==> src/checked_add_sub_mul_overflow_unit_macros.svh <==
// ----------------------------------------------------------------------------
// Checked arithmetic unit: assertion macros
// Short forms for the concurrent checks used in the RTL.
// ----------------------------------------------------------------------------
`ifndef CHECKED_ADD_SUB_MUL_OVERFLOW_UNIT_MACROS_SVH
`define CHECKED_ADD_SUB_MUL_OVERFLOW_UNIT_MACROS_SVH

// Same-cycle implication, off while reset is asserted.
`define CKD_ASSERT_NOW(label, clk, rst_n, ante, cons, msg) \
  label: assert property (@(posedge clk) disable iff (!rst_n) (ante) |-> (cons)) \
    else $error(msg);

// Next-cycle implication, off while reset is asserted.
`define CKD_ASSERT_NEXT(label, clk, rst_n, ante, cons, msg) \
  label: assert property (@(posedge clk) disable iff (!rst_n) (ante) |=> (cons)) \
    else $error(msg);

`endif

==> src/ckd_pkg.sv <==
`timescale 1ns / 1ps
// ----------------------------------------------------------------------------
// Checked arithmetic unit: package
// Opcodes, target width codes and the payloads passed between stages.
// ----------------------------------------------------------------------------
package ckd_pkg;

  localparam int unsigned DataW = 64;
  localparam int unsigned HalfW = 32;

  typedef enum logic [1:0] {
    OP_ADD = 2'd0,
    OP_SUB = 2'd1,
    OP_MUL = 2'd2,
    OP_NOP = 2'd3
  } op_e;

  typedef enum logic [1:0] {
    WC_8  = 2'd0,
    WC_16 = 2'd1,
    WC_32 = 2'd2,
    WC_64 = 2'd3
  } wcode_e;

  // Operands in sign-magnitude form; right sign already flipped for subtract.
  typedef struct packed {
    op_e              op;
    logic [DataW-1:0] a_mag;
    logic             a_neg;
    logic [DataW-1:0] b_mag;
    logic             b_neg;
    wcode_e           wcode;
    logic             tsig;
  } smop_t;

  // Sign-magnitude sum plus the four 32x32 partial products.
  typedef struct packed {
    op_e              op;
    logic [DataW-1:0] sum_mag;
    logic             sum_big;
    logic             sum_neg;
    logic [DataW-1:0] pp_ll;
    logic [DataW-1:0] pp_lh;
    logic [DataW-1:0] pp_hl;
    logic [DataW-1:0] pp_hh;
    logic             prod_neg;
    wcode_e           wcode;
    logic             tsig;
  } part_t;

  // Exact result: low 64 magnitude bits, wider-than-64 flag, sign.
  typedef struct packed {
    logic             nop;
    logic [DataW-1:0] mag;
    logic             big;
    logic             neg;
    wcode_e           wcode;
    logic             tsig;
  } res_t;

endpackage

==> src/ckd_front.sv <==
`timescale 1ns / 1ps
// ----------------------------------------------------------------------------
// Checked arithmetic unit: input stage
// Converts both operands to sign-magnitude form and registers the item.
// ----------------------------------------------------------------------------
module ckd_front import ckd_pkg::*; (
  input  logic             clk_i,
  input  logic             rst_ni,
  input  logic             valid_i,
  output logic             ready_o,
  input  logic [1:0]       opcode_i,
  input  logic [DataW-1:0] left_bits_i,
  input  logic             left_signed_i,
  input  logic [DataW-1:0] right_bits_i,
  input  logic             right_signed_i,
  input  logic [1:0]       target_width_code_i,
  input  logic             target_signed_i,
  output logic             valid_o,
  input  logic             ready_i,
  output smop_t            op_o
);

  logic             valid_q;
  smop_t            op_q;
  smop_t            op_d;
  logic             l_neg;
  logic             r_neg;
  logic [DataW-1:0] r_mag;

  always_comb begin
    l_neg      = left_signed_i & left_bits_i[DataW-1];
    r_neg      = right_signed_i & right_bits_i[DataW-1];
    r_mag      = r_neg ? ('0 - right_bits_i) : right_bits_i;
    op_d.op    = op_e'(opcode_i);
    op_d.a_neg = l_neg;
    op_d.a_mag = l_neg ? ('0 - left_bits_i) : left_bits_i;
    op_d.b_mag = r_mag;
    // subtract adds the negated right operand; zero keeps its sign
    op_d.b_neg = r_neg ^ ((op_e'(opcode_i) == OP_SUB) && (r_mag != '0));
    op_d.wcode = wcode_e'(target_width_code_i);
    op_d.tsig  = target_signed_i;
  end

  assign ready_o = !valid_q || ready_i;

  always_ff @(posedge clk_i or negedge rst_ni) begin
    if (!rst_ni) begin
      valid_q <= 1'b0;
    end else if (ready_o) begin
      valid_q <= valid_i;
    end
  end

  always_ff @(posedge clk_i) begin
    if (valid_i && ready_o) begin
      op_q <= op_d;
    end
  end

  assign valid_o = valid_q;
  assign op_o    = op_q;

endmodule

==> config.mk <==
export PLATFORM = sky130hd
export DESIGN_NAME = ckd_front
export DESIGN_NICKNAME = d
export VERILOG_FILES = /design/src/checked_add_sub_mul_overflow_unit_macros.svh /design/src/ckd_pkg.sv /design/src/ckd_front.sv
export SDC_FILE = /design/constraint.sdc
export NUM_CORES = 1
export LEC_CHECK = 0
export ABC_AREA = 1
export CORE_MARGIN = 4
export CORE_UTILIZATION = 40
export CTS_CLUSTER_DIAMETER = 100
export DETAILED_ROUTE_END_ITERATION = 12
export DONT_BUFFER_PORTS = 1
export SYNTH_ARGS = -nofsm -noshare
export SYNTH_HDL_FRONTEND = slang
export SYNTH_SLANG_ARGS = --single-unit
==> constraint.sdc <==
create_clock -name clk_i -period 11.07 [get_ports clk_i]
set_input_delay 1.107 -clock clk_i [delete_from_list [all_inputs] [get_ports clk_i]]
set_output_delay 1.107 -clock clk_i [all_outputs]
set_load 0.03 [all_outputs]
=== After elaboration in Yosys (flattened, before gate mapping) ===
Index checks and enable logic that the tools add are counted.

* Equality and inequality tests: 1
* Bitwise gates (word level): 3
* Reductions and logical operators: 5
* Muxes and demuxes: 2
* Add/subtract/negate cells: 2

{| class="wikitable"
|+ Operators with widths
! kind !! count
|-
| $mux W64 || 2
|-
| $sub A1 B64 Y64 const A || 2
|-
| $reduce_bool A64 Y1 || 1
|-
| $and A1 B1 Y1 || 2
|-
| $eq A2 B1 Y1 const B || 1
|-
| $logic_and A1 B1 Y1 || 2
|-
| $logic_not A1 Y1 || 1
|-
| $logic_or A1 B1 Y1 || 1
|-
| $xor A1 B1 Y1 || 1
|}

* Register bits: 136
* Word-level logic and storage cells: 21
* Output and inout port bits: 137

=== Longest topological paths before layout ===
* Depth after elaboration: 5
* Mapped depth: 19

=== Worst setup path after synthesis ===
Ideal clock, no wire load.

* Kind: input-to-reg
* Start: in valid_i
* End: reg op_q, in the netlist op_o[0], enable pin
* Setup slack: 2.750 ns
* Data arrival time: 7.646 ns
* Library setup time: 0.674 ns
* Stages: 2
* Path through: inv_1 -> a21oi_1

* Longest elaborated chain between the ends: 1

{| class="wikitable"
|+ Ends and longest elaborated chain
! what !! line !! RTL
|-
| start, declared || ckd_front.sv:9 || <nowiki>input logic valid_i,</nowiki>
|-
| $logic_and A1 B1 Y1 || ckd_front.sv:55 || <nowiki>if (valid_i && ready_o) begin</nowiki>
|-
| end signal, assigned || ckd_front.sv:56 || <nowiki>op_q <= op_d;</nowiki>
|-
| end, declared || ckd_front.sv:24 || <nowiki>smop_t op_q;</nowiki>
|}

Every way passes these cells.
A chain may end at the register's enable or synchronous reset.

==> flow_summary.yaml <==
synthesis:
  postSynthAreaPerCell_um2: 7.848
  async_reset_ff_share_pct: 0.7353
  yosysTopAreaCell: "edfxtp_1"
  synth.top_cell.area_share_pct: 46.92
  synthTopCellsByArea: "edfxtp_1 (47%), nand2_1 (14%), nor2_1 (9.3%)"
  synth_nets: 1243
  synth-edff-count: 135
  synthFlopType: "edfxtp_1"
  synth_seq_cells: 136
  yosysSeqAreaShare_pct: 47.21
  syn_inst: 1101
  syn-cell-area_um2: 8641
  ys_warn_count: 0
  synth_cell_types: 44
detailed_routing:
  vias: 7266
  vias_per_cell: 5.197
  drtIter0Drc: 454
  route.detailed.drc: 0
  drt_pre_antenna_iters: 5
  wirelength_mm: 27.43
  wl_per_cell_um: 19.62
  postRouteAntennaNets: 0
die:
  start_util_pct: 40.85
  die_h_um: 155.0
  core-area_um2: 21150
  num_rows: 53
  ios: 276
  die-area_um2: 24020
  chipWidth_um: 155.0
clocking:
  cts_max_level: 4
  root_buffer: "clkbuf_16"
  cts_tree: "yes"
  postCtsResizedCells: 0
  insertion_delay_ns: 0.42
  cts_buffers: 17
  numClockSinks: 136
  cts_setup_buffers: 0
  clk_pin_slew_ns: 0.06
  hold_buffers: 0
  clockBufferDepth: 2
final_layout:
  fillers: 2125
  drive_above_1_share_pct: 7.035
  areaGrowthSynthToFinish_pct: 10.12
  n_antenna_cell: 0
  nets: 1253
  multi_input_area_um2: 4001
  fin_cells: 1398
  postLayoutCoreUtil_pct: 44.98
  regArea_um2: 4079
worst_setup_path:
  start_kind: "primary input"
  critPathTopFamily: "simple AND/OR/NAND/NOR gates"
  cp.required_ns: 11.24
  path_max_fanout: 59
  cp.buffers_inverters: 1
  critPathMaxStageDelay_ns: 0.84
  path_class: "in2reg"
  cp_slowest_cell: "inv_2"
  worstPathCellList: "nand2_2 -> inv_2 -> nand2_2 -> o21ai_0 -> nor2_2 -> nand3_1 -> nand2_1 -> nand2_1 -> nand3_1 -> nor2_1 -> nand2_1 -> nor2_1 -> nand3_1 -> nand3_1 -> nand2_1"
  arrival_ns: 3.73
  cp-end-kind: "flop"
timing:
  rsz0062_at_grt: "no"
  hold_ws_ns: 0.3855
  slew_viol_final: 0
  tns_ns: 0
  hold_viol_final: 0
  setup_viol: 0
  finalCriticalPeriod_ns: 3.561
  layout_worst_path_cycle_share_pct: 32.17
  fmax_ghz: 0.2808
  clock_skew_ns: 0.008428
  worst_slew_pin_slew_ns: 1.036
  slew_headroom_pct: 30.91
power_and_ir_drop:
  pwr_density_cell_nw_per_um2: 150.4
  ir_worst_vdd_uv: 77.36
  p_leak_uw: 0.003756
place:
  io_buffers: 0
  place_congestion: 0.9238
  post-dp-hpwl_mm: 22.18
  placedCellCount: 1367
global_routing:
  grt_pass1_vias: 7047
  grt_first_pass_wirelength_mm: 41.13
  track_usage_pct: 22.41
  antenna_found_initial: 0
  grt_max_degree: 80
  gr-total-overflow: 0
flow_run:
  cap_violations: 0
hold_path:
  hold_path.class: "in2async"
status:
  outcome: "completed"
cells in the mapped netlist, types with 12 or more instances:
cell type,number
nor2_1,213
nor3_1,13
edfxtp_1,135
xnor2_1,30
xor2_1,44
nor4_1,17
o21ai_0,29
nand2_1,316
nand3_1,60
inv_1,130
nand4_1,15
nand2_2,12
worst paths after layout:
check / startpoint / endpoint / slack (ns) / cells after the start
worst min register to register: valid_o / valid_o / 0.99 / 2
worst min-delay path: rst_ni / valid_o / 0.39 / 0
worst max-delay path: right_signed_i / op_o[3] / 7.51 / 15
max in group asynchronous: rst_ni / valid_o / 10.62 / 0
worst max register to register: valid_o / op_o[64] / 9.10 / 2
min in group clk_i: right_bits_i[0] / op_o[4] / 0.78 / 0
registers in the layout (all words and copies together), names as in the netlist:
name     flops
op_o       135
valid_o      1
routing by layer:
layer,wire length [µm],vias up,track usage (%)
li1,-,3586,-
met5,0,-,0
met2,13080,350,37.54
met1,10490,3280,26.26
met4,729,0,7.485
met3,3124,50,8.929
through the flow:
step | instance area (µm²) | power (µW) | setup WS [ns]
2_1_floorplan | 8641 | 848.7 | 2.750
3_3_place_gp | 8957 | 891.0 | 7.170
3_5_place_dp | 8957 | 892.1 | 7.121
4_1_cts | 9515 | 1447 | 7.570
5_1_grt | 9515 | 1493 | 7.232
6_report | 9515 | 1431 | 7.509
area by class of cell:
cell class	count	area share (%)
flip-flops and latches	136	42.87
multi-input cells	818	42.05
inverters	134	5.286
clock buffers	17	4.471
well taps	275	3.616
clock inverters	14	1.394
repair buffers	4	0.3156
layout by cell type, fill, tap and decap left out, types with 8 or more instances in the layout:
cell type,count
nand2_1,316
nor2_1,213
edfxtp_1,135
inv_1,130
nand3_1,60
xor2_1,44
xnor2_1,30
o21ai_0,29
nor4_1,17
clkbuf_16,17
nand4_1,15
nor3_1,13
nand2_2,12
a21oi_1,9
nand3b_1,8
power by group:
group	internal (µW)	switching, µW	total [µW]
registers	623	89.9	713
clock network	328	223	551
logic	53.7	114	168
total	1000	427	1430
cell families after synthesis:
group	Yosys count	share of synthesized area [%]
and+or+nand+nor	678	33.99
buffers and inverters	147	6.617
DFF	136	47.21
xor gates and xnor gates	74	7.501
AOI/OAI and AO/OA	63	4.257
adders and majority gates	3	0.4345
No activity file was read; power rests on OpenSTA's default activity.
