===== src/checked_add_sub_mul_overflow_unit_macros.svh =====
// ----------------------------------------------------------------------------
// Checked arithmetic unit: assertion macros
// Short forms for the concurrent checks used in the RTL.
// ----------------------------------------------------------------------------
`ifndef CHECKED_ADD_SUB_MUL_OVERFLOW_UNIT_MACROS_SVH
`define CHECKED_ADD_SUB_MUL_OVERFLOW_UNIT_MACROS_SVH

// Same-cycle implication, off while reset is asserted.
`define CKD_ASSERT_NOW(label, clk, rst_n, ante, cons, msg) \
  label: assert property (@(posedge clk) disable iff (!rst_n) (ante) |-> (cons)) \
    else $error(msg);

// Next-cycle implication, off while reset is asserted.
`define CKD_ASSERT_NEXT(label, clk, rst_n, ante, cons, msg) \
  label: assert property (@(posedge clk) disable iff (!rst_n) (ante) |=> (cons)) \
    else $error(msg);

`endif


===== src/ckd_pkg.sv =====
`timescale 1ns / 1ps
// ----------------------------------------------------------------------------
// Checked arithmetic unit: package
// Opcodes, target width codes and the payloads passed between stages.
// ----------------------------------------------------------------------------
package ckd_pkg;

  localparam int unsigned DataW = 64;
  localparam int unsigned HalfW = 32;

  typedef enum logic [1:0] {
    OP_ADD = 2'd0,
    OP_SUB = 2'd1,
    OP_MUL = 2'd2,
    OP_NOP = 2'd3
  } op_e;

  typedef enum logic [1:0] {
    WC_8  = 2'd0,
    WC_16 = 2'd1,
    WC_32 = 2'd2,
    WC_64 = 2'd3
  } wcode_e;

  // Operands in sign-magnitude form; right sign already flipped for subtract.
  typedef struct packed {
    op_e              op;
    logic [DataW-1:0] a_mag;
    logic             a_neg;
    logic [DataW-1:0] b_mag;
    logic             b_neg;
    wcode_e           wcode;
    logic             tsig;
  } smop_t;

  // Sign-magnitude sum plus the four 32x32 partial products.
  typedef struct packed {
    op_e              op;
    logic [DataW-1:0] sum_mag;
    logic             sum_big;
    logic             sum_neg;
    logic [DataW-1:0] pp_ll;
    logic [DataW-1:0] pp_lh;
    logic [DataW-1:0] pp_hl;
    logic [DataW-1:0] pp_hh;
    logic             prod_neg;
    wcode_e           wcode;
    logic             tsig;
  } part_t;

  // Exact result: low 64 magnitude bits, wider-than-64 flag, sign.
  typedef struct packed {
    logic             nop;
    logic [DataW-1:0] mag;
    logic             big;
    logic             neg;
    wcode_e           wcode;
    logic             tsig;
  } res_t;

endpackage


===== src/ckd_merge.sv =====
`timescale 1ns / 1ps
// ----------------------------------------------------------------------------
// Checked arithmetic unit: merge stage
// Sums the partial products into a 128-bit magnitude and picks the result.
// ----------------------------------------------------------------------------
module ckd_merge import ckd_pkg::*; (
  input  logic  clk_i,
  input  logic  rst_ni,
  input  logic  valid_i,
  output logic  ready_o,
  input  part_t part_i,
  output logic  valid_o,
  input  logic  ready_i,
  output res_t  res_o
);

  logic             valid_q;
  res_t             res_q;
  res_t             res_d;
  logic [HalfW+1:0] mid;
  logic [DataW-1:0] hi;
  logic [DataW-1:0] pmag;

  always_comb begin
    mid  = (HalfW+2)'(part_i.pp_ll[DataW-1:HalfW])
         + (HalfW+2)'(part_i.pp_lh[HalfW-1:0])
         + (HalfW+2)'(part_i.pp_hl[HalfW-1:0]);
    hi   = part_i.pp_hh
         + DataW'(part_i.pp_lh[DataW-1:HalfW])
         + DataW'(part_i.pp_hl[DataW-1:HalfW])
         + DataW'(mid[HalfW+1:HalfW]);
    pmag = {mid[HalfW-1:0], part_i.pp_ll[HalfW-1:0]};

    res_d.wcode = part_i.wcode;
    res_d.tsig  = part_i.tsig;
    res_d.nop   = 1'b0;
    unique case (part_i.op)
      OP_ADD, OP_SUB: begin
        res_d.mag = part_i.sum_mag;
        res_d.big = part_i.sum_big;
        res_d.neg = part_i.sum_neg;
      end
      OP_MUL: begin
        res_d.mag = pmag;
        res_d.big = hi != '0;
        res_d.neg = part_i.prod_neg && ((pmag != '0) || (hi != '0));
      end
      default: begin
        res_d.nop = 1'b1;
        res_d.mag = '0;
        res_d.big = 1'b0;
        res_d.neg = 1'b0;
      end
    endcase
  end

  assign ready_o = !valid_q || ready_i;

  always_ff @(posedge clk_i or negedge rst_ni) begin
    if (!rst_ni) begin
      valid_q <= 1'b0;
    end else if (ready_o) begin
      valid_q <= valid_i;
    end
  end

  always_ff @(posedge clk_i) begin
    if (valid_i && ready_o) begin
      res_q <= res_d;
    end
  end

  assign valid_o = valid_q;
  assign res_o   = res_q;

endmodule


===== config.mk =====
export PLATFORM = sky130hd
export DESIGN_NAME = ckd_merge
export DESIGN_NICKNAME = d
export VERILOG_FILES = /design/src/checked_add_sub_mul_overflow_unit_macros.svh /design/src/ckd_pkg.sv /design/src/ckd_merge.sv
export SDC_FILE = /design/constraint.sdc
export NUM_CORES = 1
export LEC_CHECK = 0
export ABC_AREA = 1
export BUFFER_PORTS_ARGS = -buffer_cell sky130_fd_sc_hd__clkbuf_2
export CAP_MARGIN = 0
export CORE_AREA = 2 2 173 175
export DETAILED_ROUTE_END_ITERATION = 6
export DIE_AREA = 0 0 175 177
export GPL_TIMING_DRIVEN = 0
export HOLD_SLACK_MARGIN = 0.15
export PLACE_DENSITY = 0.72
export SKIP_LAST_GASP = 1
export SLEW_MARGIN = 15
export SYNTH_ARGS = -nofsm -noshare
export SYNTH_HDL_FRONTEND = slang
export SYNTH_SLANG_ARGS = --single-unit

===== constraint.sdc =====
create_clock -name clk_i -period 4.1 [get_ports clk_i]
set_input_delay 0.41 -clock clk_i [delete_from_list [all_inputs] [get_ports clk_i]]
set_output_delay 0.41 -clock clk_i [all_outputs]
set_load 0.005 [all_outputs]

; Yosys cells after proc, flatten, opt, wreduce, memory -nomap -nowiden
; Cells that the tools add are included.
[word_totals]
regBits = 71
inputBits = 332
output_inout_bits = 72
word_cells = 26
[op_classes]
n_addsub = 5
eq_ne = 2
mux = 2
reduce_logical = 10
[ops]
columns = operator, count
row1 = case mux 66 bit (2 select lines), 1
row2 = adder 64 x 32 -> 64 bit, 2
row3 = nonzero test 64 bit, 2
row4 = adder 64 x 2 -> 64 bit, 1
row5 = adder 33 x 32 -> 34 bit, 1
row6 = adder 32 x 32 -> 33 bit, 1
row7 = OR reduction 3 bit, 1
row8 = "== test 2 x 1 -> 1 bit, second input constant", 1
row9 = "== test 2 bit, second input constant", 1
row10 = logical AND 1 bit, 2
row11 = zero test 2 bit, 1
row12 = logical OR 1 bit, 2
row13 = OR reduction 2 bit, 1
row14 = zero test 1 bit, 1
row15 = 2-to-1 mux 1 bit, 1

; Depth between registers and ports, before layout
; Gate-level depths: netlist (run 1).
[depth]
depth_word = 7
depth_mapped = 38
depth_no_buf = 38

; Worst setup path after synthesis (run 1)
; No wires, ideal clock.
[synth_path]
path_kind = in2reg
from = input part_i[69] (netlist name)
to = register res_q (netlist bit res_o[3]), data pin
setup_ps = 252
arrival_time_ps = 4661
required_ps = 3848
path_slack_ps = -813
cell_stages = 36
path_buffers = 0
cell_sequence = fa_1 > ha_1 > inv_1 > fa_1 > inv_1 > nand3_1 > nand3_1 > nand2_1 > nand3_1 > nand4_1 > nand2_1 > nand2_1 > nand2_1 > a21oi_1 > nor2_1 > fa_1 > ha_1 > inv_1 > fa_1 > inv_1 > nand3_1 > nand2_1 > nand2_1 > nand2_1 > nand2_1 > nand2_1 > nand2_1 > nand2_1 > nor3_1 > nand3_1 > nor2_1 > nand3_1 > nor2_2 > nand3_1 > nand2_1 > nand2_1
[synth_lines]
columns = element, line
row1 = "start, declared", ckd_merge.sv:11  ; input part_t part_i,
row2 = "end signal, assigned", ckd_merge.sv:69  ; res_q <= res_d;
row3 = "end, declared", ckd_merge.sv:18  ; res_t res_q;

==> results_dict.tcl, run 1 <==
set metrics [dict create \
    die_h_um 177 \
    rsz0062_at_grt "yes" \
    antenna_found_initial 1 \
    cts_tree "built" \
    diodes 0 \
    drive_above_1_share 0.275 \
    slowest_delay_ns 0.48 \
    die_area_um2 31000 \
    drt_wl_total_mm 43.3 \
    grt-ovfl-total 0 \
    worstSetupStartpointType "input pin" \
    period_minus_slack_ns 5.13 \
    path_max_fanout 6 \
    r2r_slack_ns 2.44 \
    hold_path.class "input pin to flop" \
    syn_area_um2 11500 \
    drtPass1Iterations 5 \
    stdcell_count 2699 \
    finalCritPeriodShare 1.25 \
    clkSinkCount 71 \
    hold_violations 0 \
    io_pins 404 \
    fin_worst_skew_ns 0.00973 \
    setup_viol 3 \
    synthCells 1819 \
    vias_per_cell 4.98 \
    whs_path_depth 1 \
    maxSlewViolCount 0 \
    yosysUniqueCellTypes 38 \
    grt_pass1_wl_mm 67.0 \
    grtUsageTotal 0.274 \
    fill_cells 2936 \
    worstPathRequired_ns 4.19 \
    p_leak_nw 8.47 \
    vias 13400 \
    slowest_stage "fa_1" \
    timing.rr.start "valid_o$_DFFE_PN0N_" \
    clock-root-buffer "clkbuf_16" \
    clk_pin_slew_ns 0.06 \
    grt_pass1_vias 13100 \
    top_usage_layer "met2" \
    fmax_mhz 195 \
    yosysWarnings 0 \
    most-common-layout-cells "668 x nand2_1, 401 x clkbuf_2, 302 x inv_1" \
    rows 63 \
    setup.worst_path.class "input pin to flop" \
    synth_area_per_cell_um2 6.34 \
    gp_congestion 1.02 \
    setup_ws_ns -1.03 \
    met1_usage 0.325 \
    worst_slew_pin_slew_ns 0.858 \
    reg2reg_depth 2 \
    crit_top_cell "nand2_1" \
    power_mw 4.95 \
    dpl-instance-area_um2 14200 \
    fin_area_um2 15500 \
    min_to "res_o[2]$_DFFE_PP_" \
    wl_per_cell_um 16.0 \
    pre_cts_slack_ns -1.87 \
    tns_ns -2.67 \
    violations "negative setup slack" \
    ir_drop_v 0.000200 \
    ys_ff_latch 71 \
    mostFrequentLayoutCell "nand2_1" \
    status "complete, but fails checks" \
    io_buffers 403 \
    grtUsageMet2 0.509 \
    worstSkewPairLatency_ns 0.34 \
    final_antenna_net_count 0 \
    dieWidth_um 175 \
    grt.met3_usage 0.0258 \
    cts-buffers-inserted 9 \
    first_iter_violations 940 \
    dp.cells 2614 \
    p_per_area_nw_per_um2 320 \
    clock_path_buffers 2 \
    initial_core_util 0.394 \
    core_um2 29200 \
    finalNetCount 2799 \
    r2r-end "res_o[65]$_DFFE_PP_" \
    htree_levels 3 \
    worstSetupEndpointType "flop" \
    drv_cap 0 \
    fin_util 0.530 \
    yosysSeqAreaShare 0.184 \
    syn_nets 2314 \
    hpwl_mm 37.0 \
    min-delay-start "part_i[2]" \
    drc 0 \
    arrival_ns 5.22 \
    synthToLayoutAreaGrowth_pct 34.4 \
    grt_max_degree 28 \
    max_slew_margin 0.426 \
    hold-worst-slack_ns 0.244 \
]
[critical path: cells and delay by family]
| kind | cells | cell delay, ns |
|---|---|---|
| AO/OA/AOI/OAI | 3 | 0.55 |
| adder cells (fa/ha/maj) | 5 | 1.91 |
| buffers and inverters | 4 | 0.36 |
| AND/OR/NAND/NOR | 21 | 1.99 |
[metal layers]
metal / share of wire / wire length, um
met5: 0 / 0
met2: 0.50 / 21800
met3: 0.053 / 2280
met4: 0.038 / 1660
met1: 0.41 / 17600
[registers in the layout, indices dropped and copies added (netlist names)]
name,count
valid_o,1
res_o,70
[cell families after synthesis]
logic type / share of synthesized area
and+or+nand+nor: 0.405
buffers and inverters: 0.106
adders and majority gates: 0.220
AOI/OAI and AO/OA: 0.0759
DFF: 0.184
xor gates and xnor gates: 0.00835
[synthesized netlist by cell type]
master / number / area (um2)
nand2_1: 691 / 2590
inv_1: 306 / 1150
nor2_1: 175 / 657
nand3_1: 102 / 510
ha_1: 96 / 1200
edfxtp_1: 70 / 2100
fa_1: 67 / 1340
a21oi_1: 55 / 275
nand4_1: 50 / 313
o21ai_0: 44 / 220
a22o_1: 29 / 254
nor3_1: 21 / 105
nor2_2: 16 / 100
clkbuf_1: 13 / 48.8
nand3b_1: 13 / 97.6
nand2_2: 12 / 75.1
inv_2: 7 / 26.3
nand3_2: 7 / 70.1
xnor2_1: 7 / 61.3
nor2_4: 5 / 56.3
o21bai_1: 4 / 30.0
or2_1: 4 / 25.0
xor2_1: 4 / 35.0
and2_1: 3 / 18.8
a21o_1: 2 / 15.0
a31oi_1: 2 / 12.5
nor3_2: 2 / 20.0
o21a_1: 2 / 15.0
a21oi_2: 1 / 8.76
a221oi_1: 1 / 8.76
a32o_1: 1 / 10.0
dfrtp_1: 1 / 25.0
nand2b_1: 1 / 6.26
nor3b_1: 1 / 7.51
nor4_1: 1 / 6.26
o211ai_1: 1 / 7.51
o21bai_4: 1 / 18.8
or2_2: 1 / 6.26
[power by group]
group | total [mW] | internal, mW | switching, mW
Sequential | 0.896 | 0.873 | 0.0235
Clock | 0.845 | 0.536 | 0.309
Combinational | 3.21 | 1.25 | 1.97
Total | 4.95 | 2.66 | 2.30
[area by class of cell]
cell class                      instances  area (um2)  area share
Multi-Input combinational cell       1422        8740       0.564
Timing Repair Buffer                  474        2610       0.168
Sequential cell                        71        2130       0.137
Inverter                              313        1170      0.0758
Tap cell                              390         488      0.0315
Clock buffer                           10         229      0.0148
Clock inverter                          6        92.6     0.00597
Buffer                                 13        48.8     0.00315
[how the worst max path moves through the flow]
stage,start,to,slack (ns),cells after the start
floorplan,part_i[229],res_o[3]$_DFFE_PP_,-0.63,37
global placement,part_i[229],res_o[3]$_DFFE_PP_,-1.79,35
detailed placement,part_i[229],res_o[3]$_DFFE_PP_,-1.87,35
CTS,part_i[133],res_o[3]$_DFFE_PP_,-1.0,38
global route,part_i[234],res_o[3]$_DFFE_PP_,-1.32,35
finish,part_i[94],res_o[3]$_DFFE_PP_,-1.03,33
[what timing repair did]
item                                    in CTS  in global routing
endpoints found under the setup margin       2                  4
gates resized for setup                     38                 56
pin swaps                                   21                 35
endpoints found under the hold margin        1                  0
gates cloned                                 0                  0
buffers inserted                            61                 14
hold buffers                                 1                  0
Power figures use the tool's default switching activity.
==> inputs of run 2 (changes only) <==
- CORE_AREA: 2 2 173 175 -> 2 2 155 157
- DIE_AREA: 0 0 175 177 -> 0 0 157 159
- MAX_ROUTING_LAYER: default -> met4
- PLACE_DENSITY: 0.72 -> 0.83
- clock period: 4.1 -> 5.29 ns (I/O delays scaled with it)
==> run 2 against run 1 <==
The run still ends with negative setup slack left. Hold slack better by 0.13 ns. Count of clock-buffer cells in the layout fell by 1. Register-to-register slack better by 1.2 ns. Global-route usage up 8.7 points. Via count is 2.9% higher. First-iteration DRC count up 10%. Sequential cell count is the same. Clock skew decreased by 0.0018 ns. Final cell count is 3.4% lower. Largest cell class unchanged. Largest power group unchanged.
==> results_dict.tcl, run 2 (synthesis gave the netlist of run 1 again) <==
set metrics [dict create \
    dp.cells 2544 \
    worstSetupEndpointType "flop" \
    finalCritPeriodShare 1.01 \
    violations "negative setup slack" \
    grtUsageTotal 0.361 \
    clk_pin_slew_ns 0.06 \
    ir_drop_v 0.000189 \
    grt_max_degree 25 \
    vias_per_cell 5.30 \
    drtPass1Iterations 6 \
    most-common-layout-cells "671 x nand2_1, 401 x clkbuf_2, 302 x inv_1" \
    hold_violations 0 \
    max_slew_margin 0.468 \
    hold_path.class "input pin to flop" \
    stdcell_count 2607 \
    worstSetupStartpointType "input pin" \
    fmax_mhz 188 \
    status "complete, but fails checks" \
    period_minus_slack_ns 5.33 \
    setup_ws_ns -0.0351 \
    dpl-instance-area_um2 14000 \
    drive_above_1_share 0.265 \
    worstPathRequired_ns 5.38 \
    clkSinkCount 71 \
    die_h_um 159 \
    rsz0062_at_grt "yes" \
    pre_cts_slack_ns -0.848 \
    grt_pass1_vias 13800 \
    grt_pass1_wl_mm 68.8 \
    arrival_ns 5.41 \
    drv_cap 0 \
    antenna_found_initial 0 \
    p_leak_nw 8.34 \
    slowest_delay_ns 0.54 \
    worst_slew_pin_slew_ns 0.795 \
    dieWidth_um 157 \
    cts-buffers-inserted 9 \
    die_area_um2 25000 \
    finalNetCount 2778 \
    wl_per_cell_um 17.0 \
    path_max_fanout 5 \
    final_antenna_net_count 0 \
    initial_core_util 0.497 \
    diodes 0 \
    grt-ovfl-total 0 \
    drt_wl_total_mm 44.4 \
    setup_viol 2 \
    core_um2 23200 \
    mostFrequentLayoutCell "nand2_1" \
    htree_levels 3 \
    rows 56 \
    slowest_stage "fa_1" \
    setup.worst_path.class "input pin to flop" \
    cts_tree "built" \
    worstSkewPairLatency_ns 0.34 \
    io_buffers 403 \
    first_iter_violations 1036 \
    gp_congestion 1.00 \
    clock-root-buffer "clkbuf_16" \
    fin_area_um2 15100 \
    maxSlewViolCount 0 \
    clock_path_buffers 2 \
    synthToLayoutAreaGrowth_pct 31.2 \
    vias 13800 \
    tns_ns -0.0372 \
    hpwl_mm 37.0 \
    io_pins 404 \
    drc 0 \
    fin_worst_skew_ns 0.00796 \
    p_per_area_nw_per_um2 248 \
    largest_reg_flops 70 \
    hold-worst-slack_ns 0.370 \
]
[run 2: cell types whose count changed in the layout (fill, tap and decap cells not counted), moves of 3 or more]
cell     delta
buf_4      -20
a21oi_2     +5
ha_4        -4
a21oi_4     -3
nand2_1     +3
nand3_1     +3
nand3_4     -3
[run 2: area by class of cell]
cell class,instances,area [um2]
plain buffers,13,48.8
clock buffers,9,225
clock inverters,7,71.3
fillers,2063,8060
inverters,313,1170
multi-input cells,1422,8620
flip-flops and latches,71,2130
well taps,319,399
repair buffers,453,2470
[run 2: final timing paths]
path,slack (ns),to,cells past startpoint,startpoint
min in group asynchronous,0.50,valid_o$_DFFE_PN0N_,2,rst_ni
hold / removal,0.37,res_o[1]$_DFFE_PP_,1,part_i[1]
max in group asynchronous,4.70,valid_o$_DFFE_PN0N_,2,rst_ni
hold reg to reg,0.60,valid_o$_DFFE_PN0N_,2,valid_o$_DFFE_PN0N_
setup reg to reg,3.59,res_o[55]$_DFFE_PP_,3,valid_o$_DFFE_PN0N_
setup / recovery,-0.04,res_o[3]$_DFFE_PP_,31,part_i[86]
[run 2: critical path: cells and delay by family]
kind	cells	cell delay, ns
buf+inv	2	0.14
compound gates	4	0.62
simple gates	20	2.04
fa+ha+maj	5	2.07
[run 2: metal layers]
metal,vias up,share of wire,track usage
li1,6718,-,-
met4,0,0.059,0.176
met5,-,0,-
met2,660,0.50,0.639
met3,173,0.064,0.0457
met1,6279,0.38,0.396
[run 2: timing repair]
action / in CTS / in global routing
endpoints found under the hold margin: 1 / 0
endpoints found under the setup margin: 2 / 3
setup buffers: 44 / 5
gates resized for setup: 39 / 61
pin swaps: 12 / 35
hold buffers: 1 / 0
[run 2: stage by stage]
stage          total power [mW]   util
2_1_floorplan              2.13      -
3_3_place_gp               2.79  0.601
3_5_place_dp               2.83  0.606
4_1_cts                    3.59  0.641
5_1_grt                    4.05  0.653
6_report                   3.76  0.653
[run 2: power breakdown]
part,internal (mW),total (mW),switching (mW)
clock,0.367,0.628,0.261
combinational,0.913,2.44,1.53
sequential,0.676,0.688,0.0123
==> inputs of run 3 (changes only) <==
- SKIP_CTS_REPAIR_TIMING: default -> 1
==> run 3 against run 2 <==
The flow still finishes with violations (negative setup slack). Critical path depth up 6. Count of clock-buffer cells in the layout is the same. Non-clock buffer count is 35 lower. First-iteration DRC count shrank 16%. Clock skew down 0.0012 ns. Power shrank 2.2%. Combinational power down 3%. Sequential share of layout area increased by 0.23 points. Maximum frequency up 0.52%. Clock power down 1%. Critical endpoint unchanged. Highest routed layer unchanged.
==> results_dict.tcl, run 3 (synthesis gave the netlist of run 1 again) <==
set metrics [dict create \
    p_per_area_nw_per_um2 247 \
    comb_power_share 0.644 \
    setup_ws_ns -0.00739 \
    diodes 0 \
    hold-worst-slack_ns 0.368 \
    most-common-layout-cells "670 x nand2_1, 401 x clkbuf_2, 302 x inv_1" \
    first_iter_violations 866 \
    arrival_ns 5.38 \
    clock_path_buffers 2 \
    p_sw_mw 1.77 \
    dpl-instance-area_um2 14000 \
    period_minus_slack_ns 5.30 \
    worstPathRequired_ns 5.38 \
    clock_power_share 0.169 \
    violations "negative setup slack" \
    max_slew_margin 0.475 \
    clkSinkCount 71 \
    setup_viol 1 \
    worstSetupStartpointType "input pin" \
    r2r-end "res_o[66]$_DFFE_PP_" \
    rows 56 \
    p_leak_nw 8.20 \
    path_max_fanout 4 \
    fill_cells 2107 \
    antenna_found_initial 0 \
    synthToLayoutAreaGrowth_pct 29.1 \
    final_antenna_net_count 0 \
    timing.rr.start "valid_o$_DFFE_PN0N_" \
    wl_per_cell_um 16.8 \
    multi_input_area_um2 8640 \
    reg2reg_depth 3 \
    fin_worst_skew_ns 0.00676 \
    vias 13500 \
    largest_reg_flops 70 \
    finalCritPeriodShare 1.00 \
    htree_levels 3 \
    grt_pass1_wl_mm 65.8 \
    grt_pass1_vias 13300 \
    die_area_um2 25000 \
    drt_wl_total_mm 43.1 \
    io_pins 404 \
    dp.cells 2544 \
    ir_drop_v 0.000190 \
    setup.worst_path.class "input pin to flop" \
    grt_max_degree 25 \
    mostFrequentLayoutCell "nand2_1" \
    clock-root-buffer "clkbuf_16" \
    wl_met1_mm 16.6 \
    met3_length_mm 2.64 \
    whs_path_depth 1 \
    drc 0 \
    cts_tree "built" \
    cts-buffers-inserted 9 \
    core_um2 23200 \
    grt-ovfl-total 0 \
    finalNetCount 2743 \
    status "complete, but fails checks" \
    worstSetupEndpointType "flop" \
    die_h_um 159 \
    ff_latch_area_um2 2130 \
    drtPass1Iterations 5 \
    hpwl_mm 37.0 \
    pre_cts_slack_ns -0.848 \
    initial_core_util 0.497 \
    gp_congestion 1.00 \
    hold_path.class "input pin to flop" \
    drive_above_1_share 0.251 \
    hold_violations 0 \
    internal-power_mw 1.91 \
    swShare 0.480 \
    dieWidth_um 157 \
    worst_slew_pin_slew_ns 0.785 \
    fmax_mhz 189 \
    vias_per_cell 5.24 \
    routed.top_layer "met4" \
    seq_power_share 0.187 \
    drv_cap 0 \
    maxSlewViolCount 0 \
    worstSkewPairLatency_ns 0.33 \
    min-delay-start "part_i[1]" \
    slowest_stage "fa_1" \
    crit_top_cell "nand2_1" \
    io_buffers 403 \
    stdcell_count 2572 \
    r2r_slack_ns 3.59 \
    grtUsageTotal 0.345 \
    slowest_delay_ns 0.57 \
    clk_pin_slew_ns 0.06 \
    rsz0062_at_grt "yes" \
    min_to "res_o[1]$_DFFE_PP_" \
    fin_area_um2 14900 \
    dr_wl_met2_mm 21.5 \
    power_mw 3.68 \
]
==> run 3: critical path, delay by kind of cell <==
| kind | cells | cell delay [ns] |
|---|---|---|
| adders and majority gates | 6 | 1.98 |
| and+or+nand+nor | 25 | 2.45 |
| AOI/OAI and AO/OA | 1 | 0.06 |
| buffers and inverters | 5 | 0.33 |
==> run 3: worst max path at each step <==
stage | start | to | slack [ns] | cells after the start
2_1_floorplan | part_i[69] | res_o[3]$_DFFE_PP_ | 0.26 | 36
3_3_place_gp | part_i[69] | res_o[3]$_DFFE_PP_ | -0.79 | 37
3_5_place_dp | part_i[69] | res_o[3]$_DFFE_PP_ | -0.85 | 37
4_1_cts | part_i[69] | res_o[3]$_DFFE_PP_ | -0.52 | 37
5_1_grt | part_i[133] | res_o[3]$_DFFE_PP_ | -0.26 | 38
6_report | part_i[133] | res_o[3]$_DFFE_PP_ | -0.007 | 37
==> run 3: layer usage <==
layer | track usage | vias to the layer above
li1 | - | 6646
met1 | 0.379 | 6093
met2 | 0.617 | 591
met3 | 0.0403 | 146
met4 | 0.158 | 0
met5 | - | -
==> run 3: power by group through the flow <==
| stage | Clock, mW | Sequential [mW] | Combinational (mW) |
|---|---|---|---|
| floorplan | 0 | 0.708 | 1.42 |
| global placement | 0 | 0.705 | 2.09 |
| detailed placement | 0 | 0.700 | 2.13 |
| CTS | 0.626 | 0.688 | 2.15 |
| global route | 0.646 | 0.692 | 2.64 |
| finish | 0.622 | 0.688 | 2.37 |
==> run 3: metrics by stage <==
stage | utilization | setup TNS (ns)
after CTS | 0.618 | -0.976
after detailed placement | 0.606 | -1.63
after global placement | 0.601 | -51.60
after global routing | 0.642 | -0.510
after floorplan | - | 0
final | 0.642 | -0.00739
==> run 3: final cells by class <==
type                            count  share of cell area
Tap cell                          319              0.0268
Clock inverter                      7             0.00479
Sequential cell                    71               0.143
Buffer                             13             0.00328
Inverter                          313              0.0789
Timing Repair Buffer              418               0.148
Clock buffer                        9              0.0151
Multi-Input combinational cell   1422               0.580
